## src/rtl/kbdsc_pkg.sv

```systemverilog
// ----------------------------------------------------------------------------
// kbdsc_pkg
// Shared types, scan code constants and the printable key table for the
// set 1 scan code event decoder.
// ----------------------------------------------------------------------------
package kbdsc_pkg;

	// number of keys in the printable table and how many of them are searched
	localparam int KEY_COUNT   = 47;
	localparam int TABLE_KEYS  = 47;
	localparam int LOOKUP_KEYS = (TABLE_KEYS < KEY_COUNT) ? TABLE_KEYS : KEY_COUNT;

	localparam logic [7:0] PREFIX_BYTE = 8'hE0;
	localparam logic [7:0] EXT_HIGH    = 8'hE0;

	// complete codes (prefix in the high byte)
	localparam logic [15:0] CODE_LSHIFT_MAKE  = 16'h002A;
	localparam logic [15:0] CODE_RSHIFT_MAKE  = 16'h0036;
	localparam logic [15:0] CODE_LSHIFT_BREAK = 16'h00AA;
	localparam logic [15:0] CODE_RSHIFT_BREAK = 16'h00B6;
	localparam logic [15:0] CODE_CAPS_MAKE    = 16'h003A;
	localparam logic [15:0] CODE_CTRL_MAKE    = 16'h001D;
	localparam logic [15:0] CODE_CTRL_BREAK   = 16'h009D;
	localparam logic [15:0] CODE_ALT_MAKE     = 16'h0038;
	localparam logic [15:0] CODE_RALT_MAKE    = 16'hE038;
	localparam logic [15:0] CODE_ALT_BREAK    = 16'h00B8;
	localparam logic [15:0] CODE_RALT_BREAK   = 16'hE0B8;
	localparam logic [15:0] CODE_ESC_BREAK    = 16'h0081;
	localparam logic [15:0] CODE_SPACE        = 16'h0039;
	localparam logic [15:0] CODE_BACKSPACE    = 16'h000E;
	localparam logic [15:0] CODE_ENTER        = 16'h001C;
	localparam logic [15:0] CODE_TAB          = 16'h000F;

	// modifier mask bits
	localparam int MOD_SHIFT_BIT = 0;
	localparam int MOD_CAPS_BIT  = 1;
	localparam int MOD_CTRL_BIT  = 2;
	localparam int MOD_ALT_BIT   = 3;

	typedef enum logic [2:0] {
		EV_NONE        = 3'd0,
		EV_CHAR        = 3'd1,
		EV_SPACE       = 3'd2,
		EV_BACKSPACE   = 3'd3,
		EV_WORD_DELETE = 3'd4,
		EV_ENTER       = 3'd5,
		EV_TAB         = 3'd6,
		EV_EXIT        = 3'd7
	} event_t;

	typedef struct packed {
		logic [7:0] code;
		logic [6:0] lower;
		logic [6:0] upper;
	} key_entry_t;

	// decoder state carried between words
	typedef struct packed {
		logic       prefix;
		logic [3:0] mods;
	} dec_state_t;

	// one result word
	typedef struct packed {
		event_t     ev;
		logic [6:0] ch;
		logic [3:0] mods;
	} result_t;

	localparam key_entry_t KEY_TABLE [KEY_COUNT] = '{
		'{8'h29, 7'h60, 7'h7E}, '{8'h02, 7'h31, 7'h21}, '{8'h03, 7'h32, 7'h40},
		'{8'h04, 7'h33, 7'h23}, '{8'h05, 7'h34, 7'h24}, '{8'h06, 7'h35, 7'h25},
		'{8'h07, 7'h36, 7'h5E}, '{8'h08, 7'h37, 7'h26}, '{8'h09, 7'h38, 7'h2A},
		'{8'h0A, 7'h39, 7'h28}, '{8'h0B, 7'h30, 7'h29}, '{8'h0C, 7'h2D, 7'h5F},
		'{8'h0D, 7'h3D, 7'h2B},
		'{8'h10, 7'h71, 7'h51}, '{8'h11, 7'h77, 7'h57}, '{8'h12, 7'h65, 7'h45},
		'{8'h13, 7'h72, 7'h52}, '{8'h14, 7'h74, 7'h54}, '{8'h15, 7'h79, 7'h59},
		'{8'h16, 7'h75, 7'h55}, '{8'h17, 7'h69, 7'h49}, '{8'h18, 7'h6F, 7'h4F},
		'{8'h19, 7'h70, 7'h50}, '{8'h1A, 7'h5B, 7'h7B}, '{8'h1B, 7'h5D, 7'h7D},
		'{8'h2B, 7'h5C, 7'h7C},
		'{8'h1E, 7'h61, 7'h41}, '{8'h1F, 7'h73, 7'h53}, '{8'h20, 7'h64, 7'h44},
		'{8'h21, 7'h66, 7'h46}, '{8'h22, 7'h67, 7'h47}, '{8'h23, 7'h68, 7'h48},
		'{8'h24, 7'h6A, 7'h4A}, '{8'h25, 7'h6B, 7'h4B}, '{8'h26, 7'h6C, 7'h4C},
		'{8'h27, 7'h3B, 7'h3A}, '{8'h28, 7'h27, 7'h22},
		'{8'h2C, 7'h7A, 7'h5A}, '{8'h2D, 7'h78, 7'h58}, '{8'h2E, 7'h63, 7'h43},
		'{8'h2F, 7'h76, 7'h56}, '{8'h30, 7'h62, 7'h42}, '{8'h31, 7'h6E, 7'h4E},
		'{8'h32, 7'h6D, 7'h4D}, '{8'h33, 7'h2C, 7'h3C}, '{8'h34, 7'h2E, 7'h3E},
		'{8'h35, 7'h2F, 7'h3F}
	};

endpackage

```

## src/rtl/kbdsc_key_lut.sv

```systemverilog
// ----------------------------------------------------------------------------
// kbdsc_key_lut
// Printable key lookup: parallel compare of a code against the key table.
// ----------------------------------------------------------------------------
module kbdsc_key_lut (
	input  logic [15:0] code,
	input  logic        upper,
	output logic        hit,
	output logic [6:0]  ch
);
	import kbdsc_pkg::*;

	logic match;

	// table codes are unique, so or-ing the matches is a clean select
	always_comb begin
		hit = 1'b0;
		ch  = '0;
		for (int i = 0; i < LOOKUP_KEYS; i++) begin
			match = (code[15:8] == 8'h00) && (code[7:0] == KEY_TABLE[i].code);
			hit   = hit | match;
			if (match) begin
				ch = ch | (upper ? KEY_TABLE[i].upper : KEY_TABLE[i].lower);
			end
		end
	end

endmodule

```

## src/rtl/kbdsc_decode.sv

```systemverilog
// ----------------------------------------------------------------------------
// kbdsc_decode
// Single-word decode: prefix assembly, modifier update and event select.
// ----------------------------------------------------------------------------
module kbdsc_decode (
	input  logic [7:0]              rx_byte,
	input  logic                    rx_error,
	input  kbdsc_pkg::dec_state_t   cur,
	output kbdsc_pkg::dec_state_t   nxt,
	output kbdsc_pkg::result_t      res
);
	import kbdsc_pkg::*;

	logic [15:0] code;
	logic [3:0]  mods_new;
	logic        upper;
	logic        lut_hit;
	logic [6:0]  lut_ch;

	assign code  = cur.prefix ? {EXT_HIGH, rx_byte} : {8'h00, rx_byte};
	assign upper = mods_new[MOD_CAPS_BIT] ^ mods_new[MOD_SHIFT_BIT];

	kbdsc_key_lut u_lut (
		.code  (code),
		.upper (upper),
		.hit   (lut_hit),
		.ch    (lut_ch)
	);

	always_comb begin
		mods_new = cur.mods;
		if (code == CODE_LSHIFT_MAKE || code == CODE_RSHIFT_MAKE)
			mods_new[MOD_SHIFT_BIT] = 1'b1;
		else if (code == CODE_LSHIFT_BREAK || code == CODE_RSHIFT_BREAK)
			mods_new[MOD_SHIFT_BIT] = 1'b0;
		else if (code == CODE_CAPS_MAKE)
			mods_new[MOD_CAPS_BIT] = ~cur.mods[MOD_CAPS_BIT];
		else if (code == CODE_CTRL_MAKE)
			mods_new[MOD_CTRL_BIT] = 1'b1;
		else if (code == CODE_CTRL_BREAK)
			mods_new[MOD_CTRL_BIT] = 1'b0;
		else if (code == CODE_ALT_MAKE || code == CODE_RALT_MAKE)
			mods_new[MOD_ALT_BIT] = 1'b1;
		else if (code == CODE_ALT_BREAK || code == CODE_RALT_BREAK)
			mods_new[MOD_ALT_BIT] = 1'b0;
	end

	always_comb begin
		nxt     = cur;
		res.ev  = EV_NONE;
		res.ch  = '0;
		res.mods = cur.mods;
		if (!rx_error) begin
			if (rx_byte == PREFIX_BYTE) begin
				nxt.prefix = 1'b1;
			end else begin
				nxt.prefix = 1'b0;
				nxt.mods   = mods_new;
				res.mods   = mods_new;
				if ((mods_new[MOD_CTRL_BIT] | mods_new[MOD_ALT_BIT])
						&& code == CODE_BACKSPACE)
					res.ev = EV_WORD_DELETE;
				else if (code == CODE_ESC_BREAK)
					res.ev = EV_EXIT;
				else if (code == CODE_SPACE)
					res.ev = EV_SPACE;
				else if (code == CODE_BACKSPACE)
					res.ev = EV_BACKSPACE;
				else if (code == CODE_ENTER)
					res.ev = EV_ENTER;
				else if (code == CODE_TAB)
					res.ev = EV_TAB;
				else if (lut_hit) begin
					res.ev = EV_CHAR;
					res.ch = lut_ch;
				end
			end
		end
	end

endmodule

```

## src/rtl/keyboard_scancode_event_decoder.sv

```systemverilog
// ----------------------------------------------------------------------------
// keyboard_scancode_event_decoder
// Turns set 1 scan code bytes into key events with modifier tracking.
// ----------------------------------------------------------------------------
//
//  channel | handshake            | payload
//  --------+----------------------+--------------------------------------
//  in      | in_valid / in_ready  | rx_byte[7:0], rx_error
//  out     | out_valid/ out_ready | event_code[2:0], char_code[6:0],
//          |                      | modifiers[3:0]
//
//  one word in, one word out; a word passes the input register, then the result
//  register, and one word can enter per cycle while in_ready is high
//  prefix and modifier state update when a word moves from the input register
//  into the result register, so back to back words see each other's effects
//  reset clears the prefix flag, the modifier mask and both valid flags
//  a stalled output holds the result register; the input register then holds
//  one more word and in_ready drops only when both are full
//
module keyboard_scancode_event_decoder (
	input  logic       clk,
	input  logic       arst_n,
	input  logic       in_valid,
	output logic       in_ready,
	input  logic [7:0] rx_byte,
	input  logic       rx_error,
	output logic       out_valid,
	input  logic       out_ready,
	output logic [2:0] event_code,
	output logic [6:0] char_code,
	output logic [3:0] modifiers
);
	import kbdsc_pkg::*;

	// input register
	logic       valid_s1;
	logic [7:0] rx_byte_s1;
	logic       rx_error_s1;

	// decoder state (prefix pending and modifier mask)
	dec_state_t state_q;
	dec_state_t state_nxt;

	// result register
	logic       valid_s2;
	result_t    res_s2;
	result_t    res_nxt;

	logic       load_s2;
	logic       move_s1;

	// result register frees up when empty or being taken this cycle
	assign load_s2  = !valid_s2 || out_ready;
	assign move_s1  = valid_s1 && load_s2;
	assign in_ready = !valid_s1 || load_s2;

	kbdsc_decode u_decode (
		.rx_byte  (rx_byte_s1),
		.rx_error (rx_error_s1),
		.cur      (state_q),
		.nxt      (state_nxt),
		.res      (res_nxt)
	);

	// input stage
	always_ff @(posedge clk or negedge arst_n) begin
		if (!arst_n) begin
			valid_s1 <= 1'b0;
		end else if (in_ready) begin
			valid_s1 <= in_valid;
		end
	end

	always_ff @(posedge clk) begin
		if (in_ready && in_valid) begin
			rx_byte_s1  <= rx_byte;
			rx_error_s1 <= rx_error;
		end
	end

	// state advances only when a word is consumed by the decoder
	always_ff @(posedge clk or negedge arst_n) begin
		if (!arst_n) begin
			state_q <= '0;
		end else if (move_s1) begin
			state_q <= state_nxt;
		end
	end

	// result stage
	always_ff @(posedge clk or negedge arst_n) begin
		if (!arst_n) begin
			valid_s2 <= 1'b0;
		end else if (load_s2) begin
			valid_s2 <= valid_s1;
		end
	end

	always_ff @(posedge clk) begin
		if (move_s1) begin
			res_s2 <= res_nxt;
		end
	end

	assign out_valid  = valid_s2;
	assign event_code = res_s2.ev;
	assign char_code  = res_s2.ch;
	assign modifiers  = res_s2.mods;

endmodule

```

## config.mk

```make
export PLATFORM = sky130hd
export DESIGN_NAME = keyboard_scancode_event_decoder
export DESIGN_NICKNAME = d
export VERILOG_FILES = /design/src/rtl/kbdsc_pkg.sv /design/src/rtl/kbdsc_key_lut.sv /design/src/rtl/kbdsc_decode.sv /design/src/rtl/keyboard_scancode_event_decoder.sv
export SDC_FILE = /design/constraint.sdc
export NUM_CORES = 1
export LEC_CHECK = 0
export ABC_AREA = 1
export BUFFER_PORTS_ARGS = -buffer_cell sky130_fd_sc_hd__buf_4
export CORE_MARGIN = 5
export CORE_UTILIZATION = 32
export CTS_CLUSTER_DIAMETER = 150
export CTS_CLUSTER_SIZE = 16
export DETAILED_ROUTE_END_ITERATION = 8
export GPL_TIMING_DRIVEN = 1
export SLEW_MARGIN = 10
export SYNTH_ARGS = -nofsm -noshare
export SYNTH_HDL_FRONTEND = slang
export SYNTH_SLANG_ARGS = --single-unit
```

## constraint.sdc

```tcl
create_clock -name clk -period 1.7 [get_ports clk]
set_clock_uncertainty 0.05 [all_clocks]
set_input_delay 0.255 -clock clk [delete_from_list [all_inputs] [get_ports clk]]
set_output_delay 0.255 -clock clk [all_outputs]
set_load 0.01 [all_outputs]
```

==> impl_metrics.tcl, run 1 <==
set metrics [dict create \
    path_max_fanout 8 \
    synth_top_family_by_area "simple AND/OR/NAND/NOR gates" \
    slew_headroom 0.722 \
    worst_pin_slew_ns 0.416 \
    grt_overflow 0 \
    ant_nets 0 \
    slew_violations 0 \
    hp-class "in2reg" \
    synth.avg_cell_area_um2 6.57 \
    finalWeightedCongestion 0.951 \
    crit_type "reg2reg" \
    tritoncts "built" \
    clockRootBuffer "clkbuf_8" \
    synth-xor-area-share 0 \
    worstRegToRegCells 11 \
    ios 29 \
    path_clk_slew_ns 0.06 \
    fin_crit_sh 1.24 \
    start_kind "flop" \
    p_leak_uw 0.00209 \
    setup_viol 16 \
    die_h_um 94.3 \
    drtIter0Drc 159 \
    cts_buffer_depth 2 \
    arrival_ns 2.09 \
    synth_cell_type_count 28 \
    finalInstanceArea_mm2 0.00406 \
    die_w_um 94.3 \
    power_density_mw_per_mm2 751 \
    worst_ep_required_time_ns 1.69 \
    synth_mux_area_frac 0 \
    irDropWorstVdd_mv 0.471 \
    grt_use_total 0.189 \
    tns_ns -3.86 \
    clock_latency_ns 0.28 \
    violations "negative setup slack" \
    yosysSeqAreaShare 0.381 \
    synth_compound_area_frac 0.107 \
    synthAdderAreaFrac 0 \
    reg2reg_from "rx_byte_s1[0]" \
    grt_pass1_vias 2774 \
    worstHoldStart "rx_byte[7]" \
    core_mm2 0.00687 \
    routed_wl_mm 8.28 \
    rows 30 \
    wl_per_cell_um 14.1 \
    synth_warnings 0 \
    fillCellCount 577 \
    whs_path_depth 1 \
    final_layout_size_suffix_gt1_frac 0.530 \
    drc 0 \
    rsz0062_at_grt "true" \
    cts_buffers 5 \
    ys_seq_elements 30 \
    r2r-end "char_code[5]" \
    cap_violations 0 \
    synth_simple_gate_area_frac 0.441 \
    finalPower_uw 3050 \
    regArea_um2 866 \
    final_cell_mix "buf_4 (127), nand2_1 (75), nor2_1 (38), nand2_2 (29), inv_1 (29)" \
    layout_commonest_cell "buf_4" \
    fin_crit_ns 2.10 \
    netlist_area_mm2 0.00227 \
    grt_max_degree 15 \
    vias_per_cell 4.83 \
    insertedDiodeCount 0 \
    syn_nets 359 \
    antenna_found_initial 0 \
    setup.worst_path.end_class "flop" \
    fmaxAchievable_mhz 475 \
    syn_inst 346 \
    clock-sinks 30 \
    finalWorstSetupSlack_ns -0.404 \
    initial_utilization 0.331 \
    port_buffers 28 \
    dr.pass1.iters 4 \
    r2r_slack_ns -0.40 \
    status "finished with violations" \
    dp_hpwl_mm 6.27 \
    vias 2838 \
    holdPathEnd "rx_byte_s1[7]" \
    placed_area_mm2 0.00327 \
    h-tree-depth 2 \
    multi_input_area_mm2 0.00170 \
    grt_pass1_wl_mm 13.1 \
    final_hold_viol_count 0 \
    area_growth_pct 78.4 \
    dieArea_mm2 0.00889 \
    finalNetCount 504 \
]
-- synthesized netlist by cell type, drive strengths merged --
cell      n  area share
nand4    10       0.028
nor3      4      0.0088
nand3b    2      0.0066
a31o      1      0.0039
o22ai     2      0.0055
clkinv    1      0.0016
buf       3      0.0077
nor2     67        0.13
a21oi    16       0.035
a211oi    1      0.0033
nor3b     1      0.0033
o21bai    1      0.0033
dfrtp     7       0.077
nand2   118        0.20
inv      38       0.063
edfxtp   23        0.30
nand3    27       0.062
o311ai    1      0.0039
a21boi    1      0.0033
o21ai    22       0.048
-- sequential cells by signal, indices dropped and copies added (netlist names) --
name / cells
rx_byte_s1: 8
char_code: 7
state_q: 5
modifiers: 4
event_code: 3
out_valid: 1
rx_error_s1: 1
valid_s1: 1
-- metal layers --
metal / track usage / part of all wire / vias to the layer above
met5: 0 / 0 / -
met4: 0.0806 / 0.034 / 0
met3: 0.0329 / 0.048 / 23
met2: 0.310 / 0.48 / 85
met1: 0.244 / 0.44 / 1299
li1: - / - / 1431
-- through the flow --
stage	utilization	cells	setup slack (ns)	hold WS [ns]
floorplan	-	346	-0.171	-0.0906
global placement	0.476	552	-0.522	0.0260
detailed placement	0.476	552	-0.527	0.0235
CTS	0.556	577	-0.260	0.0841
global route	0.591	588	-0.511	0.0764
finish	0.591	588	-0.404	0.0934
-- final cells by class --
cell class,instances,area share
Sequential cell,30,0.213
Clock buffer,7,0.0237
Multi-Input combinational cell,275,0.418
Clock inverter,1,0.000925
Timing Repair Buffer,140,0.277
Inverter,39,0.0373
Tap cell,96,0.0296
-- report_power, final --
group          switching [µW]  internal, µW
Combinational             744           648
Clock                     270           363
Sequential               70.3           952
Total                    1080          1960
-- cell families (layout without fill, tap and decap cells) --
group,count (synthesis),in the layout
and+or+nand+nor,229,230
AOI/OAI and AO/OA,45,45
buffers and inverters,42,187
DFF,30,30
-- worst max-delay path, stage by stage, from the launching register on --
cell      delay [ns]
edfxtp_1        0.50
inv_2           0.14
nand2_4         0.08
nor2_4          0.24
nand3_2         0.14
nand3_4         0.11
nand2_4         0.07
nand2_4         0.09
nand2_8         0.08
buf_4           0.14
a21oi_2         0.14
a21oi_2         0.07
-- worst max path at each step --
stage,start,end,cells past startpoint
3_3_place_gp,rx_byte_s1[0],char_code[1],9
5_1_grt,rx_byte_s1[3],char_code[0],14
6_report,rx_byte_s1[0],char_code[5],11
4_1_cts,rx_byte_s1[2],char_code[2],12
2_1_floorplan,rx_byte_s1[7],char_code[0],14
3_5_place_dp,rx_byte_s1[1],char_code[5],13
-- timing repair --
action                     CTS  global route
hold buffers                 1             0
setup endpoints to repair   19            19
buffers inserted            17            11
hold endpoints to repair     7             0
gates cloned                 0             1
resized for setup           94            42
pin swaps                   33            29
(Power assumes the default switching activity.)
==> run 2: changes to the inputs <==
ABC_AREA = unset   (was 1)
PLACE_DENSITY = 0.54   (was unset)
==> impl_metrics.tcl, run 2 <==
set metrics [dict create \
    antenna_found_initial 0 \
    core_mm2 0.00773 \
    area_growth_pct 69.1 \
    setup.worst_path.end_class "flop" \
    rows 32 \
    yosysSeqAreaShare 0.340 \
    grt_max_degree 18 \
    synth_cell_type_count 57 \
    crit_path_cell_trace "or4b_4, o32ai_4, a222oi_1, xnor2_2, buf_6, or3_4, a41oi_2" \
    wl_per_cell_um 18.9 \
    busiest_layer "met2" \
    slew_headroom 0.590 \
    slowest_delay_ns 0.58 \
    cap_violations 0 \
    worst_pin_slew_ns 0.615 \
    clock-sinks 30 \
    die_w_um 99.2 \
    hp-class "in2reg" \
    final_hold_viol_count 0 \
    holdPathEnd "rx_byte_s1[2]" \
    final_layout_size_suffix_gt1_frac 0.484 \
    synth.avg_cell_area_um2 7.97 \
    dieArea_mm2 0.00983 \
    finalNetCount 475 \
    dp_hpwl_mm 7.77 \
    clock_latency_ns 0.29 \
    path_max_fanout 6 \
    r2r-end "char_code[2]" \
    fin_crit_sh 1.48 \
    synthTopCellsByCount "nor2_1 (35), nand2_1 (30), edfxtp_1 (23), a21oi_1 (21), o21ai_0 (18)" \
    drtIter0Drc 285 \
    fmaxAchievable_mhz 399 \
    worstRegToRegCells 7 \
    tritoncts "built" \
    r2r_slack_ns -0.81 \
    fin_crit_ns 2.51 \
    p_leak_uw 0.00175 \
    insertedDiodeCount 0 \
    arrival_ns 2.60 \
    initial_utilization 0.329 \
    port_buffers 28 \
    power_density_mw_per_mm2 599 \
    grt_use_total 0.218 \
    reg2reg_from "state_q[4]" \
    slew_violations 0 \
    path_clk_slew_ns 0.07 \
    h-tree-depth 2 \
    irDropWorstVdd_mv 0.462 \
    finalWeightedCongestion 0.952 \
    layoutNonFillerInstCount 565 \
    rsz0062_at_grt "true" \
    ios 29 \
    worst_ep_required_time_ns 1.79 \
    syn_nets 332 \
    ant_nets 0 \
    async_flop_share 0.233 \
    fin_hold_ws_ns 0.0923 \
    die_h_um 99.2 \
    largest_reg_flops 8 \
    grt_pass1_vias 3287 \
    cts_buffer_depth 2 \
    clockRootBuffer "clkbuf_8" \
    finalPower_uw 2570 \
    start_kind "flop" \
    drc 0 \
    synthTopCellsByArea "edfxtp_1 (27%), dfrtp_1 (6.9%), nor2_1 (5.2%)" \
    use_met3 0.0386 \
    cp_slowest_cell "or4b_4" \
    gr-usage-met2 0.363 \
    grt_pass1_wl_mm 17.0 \
    routed_wl_mm 10.7 \
    netlist_area_mm2 0.00254 \
    vias 3189 \
    placed_cells 532 \
    finalWorstSetupSlack_ns -0.809 \
    worstHoldStart "rx_byte[2]" \
    synth_most_common_cell "nor2_1" \
    vias_per_cell 5.64 \
    final_cell_mix "buf_4 (136), nor2_1 (29), nand2_1 (27), edfxtp_1 (23), buf_6 (21)" \
    whs_path_depth 1 \
    top_register "rx_byte_s1" \
    syn_inst 319 \
    synth_top_area_cell "edfxtp_1" \
    dr.pass1.iters 4 \
    yosysTopAreaCellShare 0.272 \
    violations "negative setup slack" \
    setup_viol 19 \
    status "finished with violations" \
    synth_edf_count 23 \
    layout_commonest_cell "buf_4" \
    cts_buffers 5 \
    use_met1 0.270 \
    grt_overflow 0 \
    crit_type "reg2reg" \
    ys.flop_type "edfxtp_1" \
    ys_seq_elements 30 \
    synth_warnings 0 \
]
[run 2: layout make-up]
| type | instances | area (µm²) |
|---|---|---|
| Timing Repair Buffer | 160 | 1310 |
| Multi-Input combinational cell | 258 | 1860 |
| Sequential cell | 30 | 866 |
| Clock buffer | 7 | 86.3 |
| Inverter | 7 | 27.5 |
| Fill cell | 697 | 3430 |
| Clock inverter | 1 | 30.0 |
| Tap cell | 102 | 128 |
[run 2: worst max-delay path: cells and delay by family (launching register included)]
kind	cells	cell delay [ns]
xor gates and xnor gates	1	0.18
DFF	1	0.40
AOI/OAI and AO/OA	3	0.63
and+or+nand+nor	2	0.94
buffers and inverters	1	0.16
[run 2: repair_timing]
action	CTS	global route
pin swaps	23	6
endpoints found under the hold margin	7	0
hold buffers	1	0
gates cloned	0	0
setup buffers	25	4
gates resized for setup	66	18
setup endpoints to repair	19	19
[run 2: per-layer routing]
layer,wire [µm],part of all wire,up-vias
met5,0,0,-
met4,527,0.049,0
met3,675,0.063,44
met2,5180,0.49,143
met1,4290,0.40,1507
li1,-,-,1495
[run 2: logic make-up after synthesis]
kind of cell / synth area share
muxes: 0.0246
buffers and inverters: 0.0487
xor gates and xnor gates: 0.0271
DFF: 0.340
and+or+nand+nor: 0.295
AOI/OAI and AO/OA: 0.264
[run 2: worst max path at each step]
stage,startpoint,endpoint,slack (ns)
detailed placement,rx_byte_s1[0],char_code[2],-0.83
CTS,state_q[4],char_code[2],-0.74
finish,state_q[4],char_code[2],-0.81
global placement,rx_byte_s1[0],char_code[2],-0.77
floorplan,rx_byte_s1[6],char_code[2],-0.74
global route,state_q[4],char_code[2],-0.85
[run 2: where the power goes]
part           total (µW)  internal, µW  switching [µW]
Clock                 763           478             286
Sequential            895           854            41.3
Combinational         916           444             472
Total                2570          1780             799
[run 2: per-stage QoR]
step           setup TNS (ns)  worst slack, ns  utilization  area [µm²]
2_1_floorplan           -7.58           -0.739            -        2570
3_3_place_gp            -9.72           -0.771        0.469        3630
3_5_place_dp           -10.20           -0.826        0.469        3630
4_1_cts                 -8.25           -0.737        0.544        4200
5_1_grt                -10.30           -0.854        0.557        4300
6_report                -8.91           -0.809        0.557        4300
==> run 3: changes to the inputs <==
CELL_PAD_IN_SITES_DETAIL_PLACEMENT = 1   (was unset)
CELL_PAD_IN_SITES_GLOBAL_PLACEMENT = 2   (was unset)
PLACE_DENSITY = 0.77   (was 0.54)
clock period = 2.9 ns   (was 1.7 ns; I/O delays follow)
==> impl_metrics.tcl, run 3 (synthesis results as in run 2) <==
set metrics [dict create \
    status "complete, no violations" \
    reg2reg_from "rx_byte_s1[6]" \
    wl_per_cell_um 20.8 \
    final_hold_viol_count 0 \
    slew_violations 0 \
    worstHoldStart "rx_byte[6]" \
    grt_pass1_wl_mm 15.5 \
    setup.worst_path.end_class "flop" \
    holdPathEnd "rx_byte_s1[6]" \
    dr.pass1.iters 5 \
    h-tree-depth 2 \
    path_clk_slew_ns 0.07 \
    start_kind "flop" \
    ant_nets 0 \
    whs_path_depth 1 \
    dieArea_mm2 0.00983 \
    initial_utilization 0.329 \
    insertedDiodeCount 0 \
    rows 32 \
    layout_commonest_cell "buf_4" \
    setup_viol 0 \
    fmaxAchievable_mhz 357 \
    largest_reg_flops 8 \
    final_cell_mix "buf_4 (61), nor2_1 (35), nand2_1 (30), edfxtp_1 (23), a21oi_1 (21)" \
    fin_crit_sh 0.966 \
    worst_ep_required_time_ns 2.98 \
    arrival_ns 2.88 \
    top_register "rx_byte_s1" \
    grt_pass1_vias 2855 \
    routed_wl_mm 9.73 \
    clock_latency_ns 0.28 \
    fin_crit_ns 2.80 \
    finalWorstSetupSlack_ns 0.0996 \
    clockRootBuffer "clkbuf_8" \
    cts_buffer_depth 2 \
    drtIter0Drc 267 \
    grt_use_total 0.199 \
    tritoncts "built" \
    core_mm2 0.00773 \
    irDropWorstVdd_mv 0.244 \
    grt_overflow 0 \
    die_w_um 99.2 \
    clock-sinks 30 \
    p_leak_uw 0.00115 \
    finalNetCount 377 \
    grt_max_degree 29 \
    r2r_slack_ns 0.1 \
    finalWeightedCongestion 0.960 \
    vias_per_cell 6.05 \
    vias 2827 \
    die_h_um 99.2 \
    ios 29 \
    path_max_fanout 9 \
    area_growth_pct 23.8 \
    crit_type "reg2reg" \
    drc 0 \
    dp_hpwl_mm 7.34 \
    cts_buffers 5 \
    rsz0062_at_grt "false" \
    fillCellCount 934 \
    fin_hold_ws_ns 0.275 \
    final_layout_size_suffix_gt1_frac 0.233 \
    cap_violations 0 \
    worst_pin_slew_ns 0.895 \
    power_density_mw_per_mm2 389 \
    hp-class "in2reg" \
    tns_ns 0 \
    post-place-ws_ns 0.142 \
    port_buffers 28 \
    antenna_found_initial 0 \
    r2r-end "char_code[2]" \
    worstRegToRegCells 7 \
    slew_headroom 0.403 \
]
run 3: critical path: stages, from the launching register on:
cell       delay, ns
edfxtp_1        0.39
buf_4           0.18
nor2_1          0.20
o2111ai_1       0.14
a222oi_1        0.72
xnor2_2         0.33
or3_1           0.45
a41oi_2         0.19
run 3: metrics by stage:
| stage | total power (µW) | std cells | util | area [µm²] |
|---|---|---|---|---|
| final | 1230 | 467 | 0.407 | 3150 |
| after global routing | 1290 | 467 | 0.407 | 3150 |
| after CTS | 1230 | 464 | 0.403 | 3110 |
| after detailed placement | 870 | 455 | 0.389 | 3010 |
| after global placement | 868 | 455 | 0.389 | 3010 |
| after floorplan | 727 | 319 | - | 2540 |
run 3: area by class of cell:
class	instances	area [µm²]	share of cell area
clock inverters	2	12.5	0.00397
multi-input cells	258	1570	0.497
well taps	102	128	0.0405
flip-flops and latches	30	866	0.275
repair buffers	62	468	0.149
clock buffers	6	82.6	0.0262
inverters	7	26.3	0.00835
run 3: worst max path at each step:
stage,cells past startpoint,end,slack [ns],startpoint
after detailed placement,7,char_code[5],0.14,rx_byte_s1[6]
final,7,char_code[2],0.1,rx_byte_s1[6]
after CTS,7,char_code[5],0.08,rx_byte_s1[6]
after global placement,7,char_code[5],0.13,rx_byte_s1[6]
after floorplan,7,char_code[2],0.39,rx_byte_s1[6]
after global routing,6,char_code[1],0.005,rx_byte_s1[0]
run 3: metal layers:
| layer | GRT usage | vias up | routed length (µm) |
|---|---|---|---|
| met2 | 0.312 | 130 | 4420 |
| met1 | 0.274 | 1371 | 4370 |
| met5 | 0 | - | 0 |
| met3 | 0.0259 | 28 | 553 |
| met4 | 0.0851 | 0 | 391 |
| li1 | - | 1298 | - |
run 3: power by group:
part / total [µW] / switching, µW / internal (µW) / leakage, µW
Combinational: 346 / 214 / 132 / 0.000786
Clock: 353 / 163 / 190 / 0.0000472
Sequential: 527 / 25.9 / 501 / 0.000316
run 3: repair_timing:
| item | CTS | global route |
|---|---|---|
| resized for setup | 0 | 2 |
| endpoints found under the setup margin | 0 | 4 |
| hold buffers | 1 | 0 |
| buffers inserted | 0 | 3 |
| hold endpoints to repair | 7 | 0 |
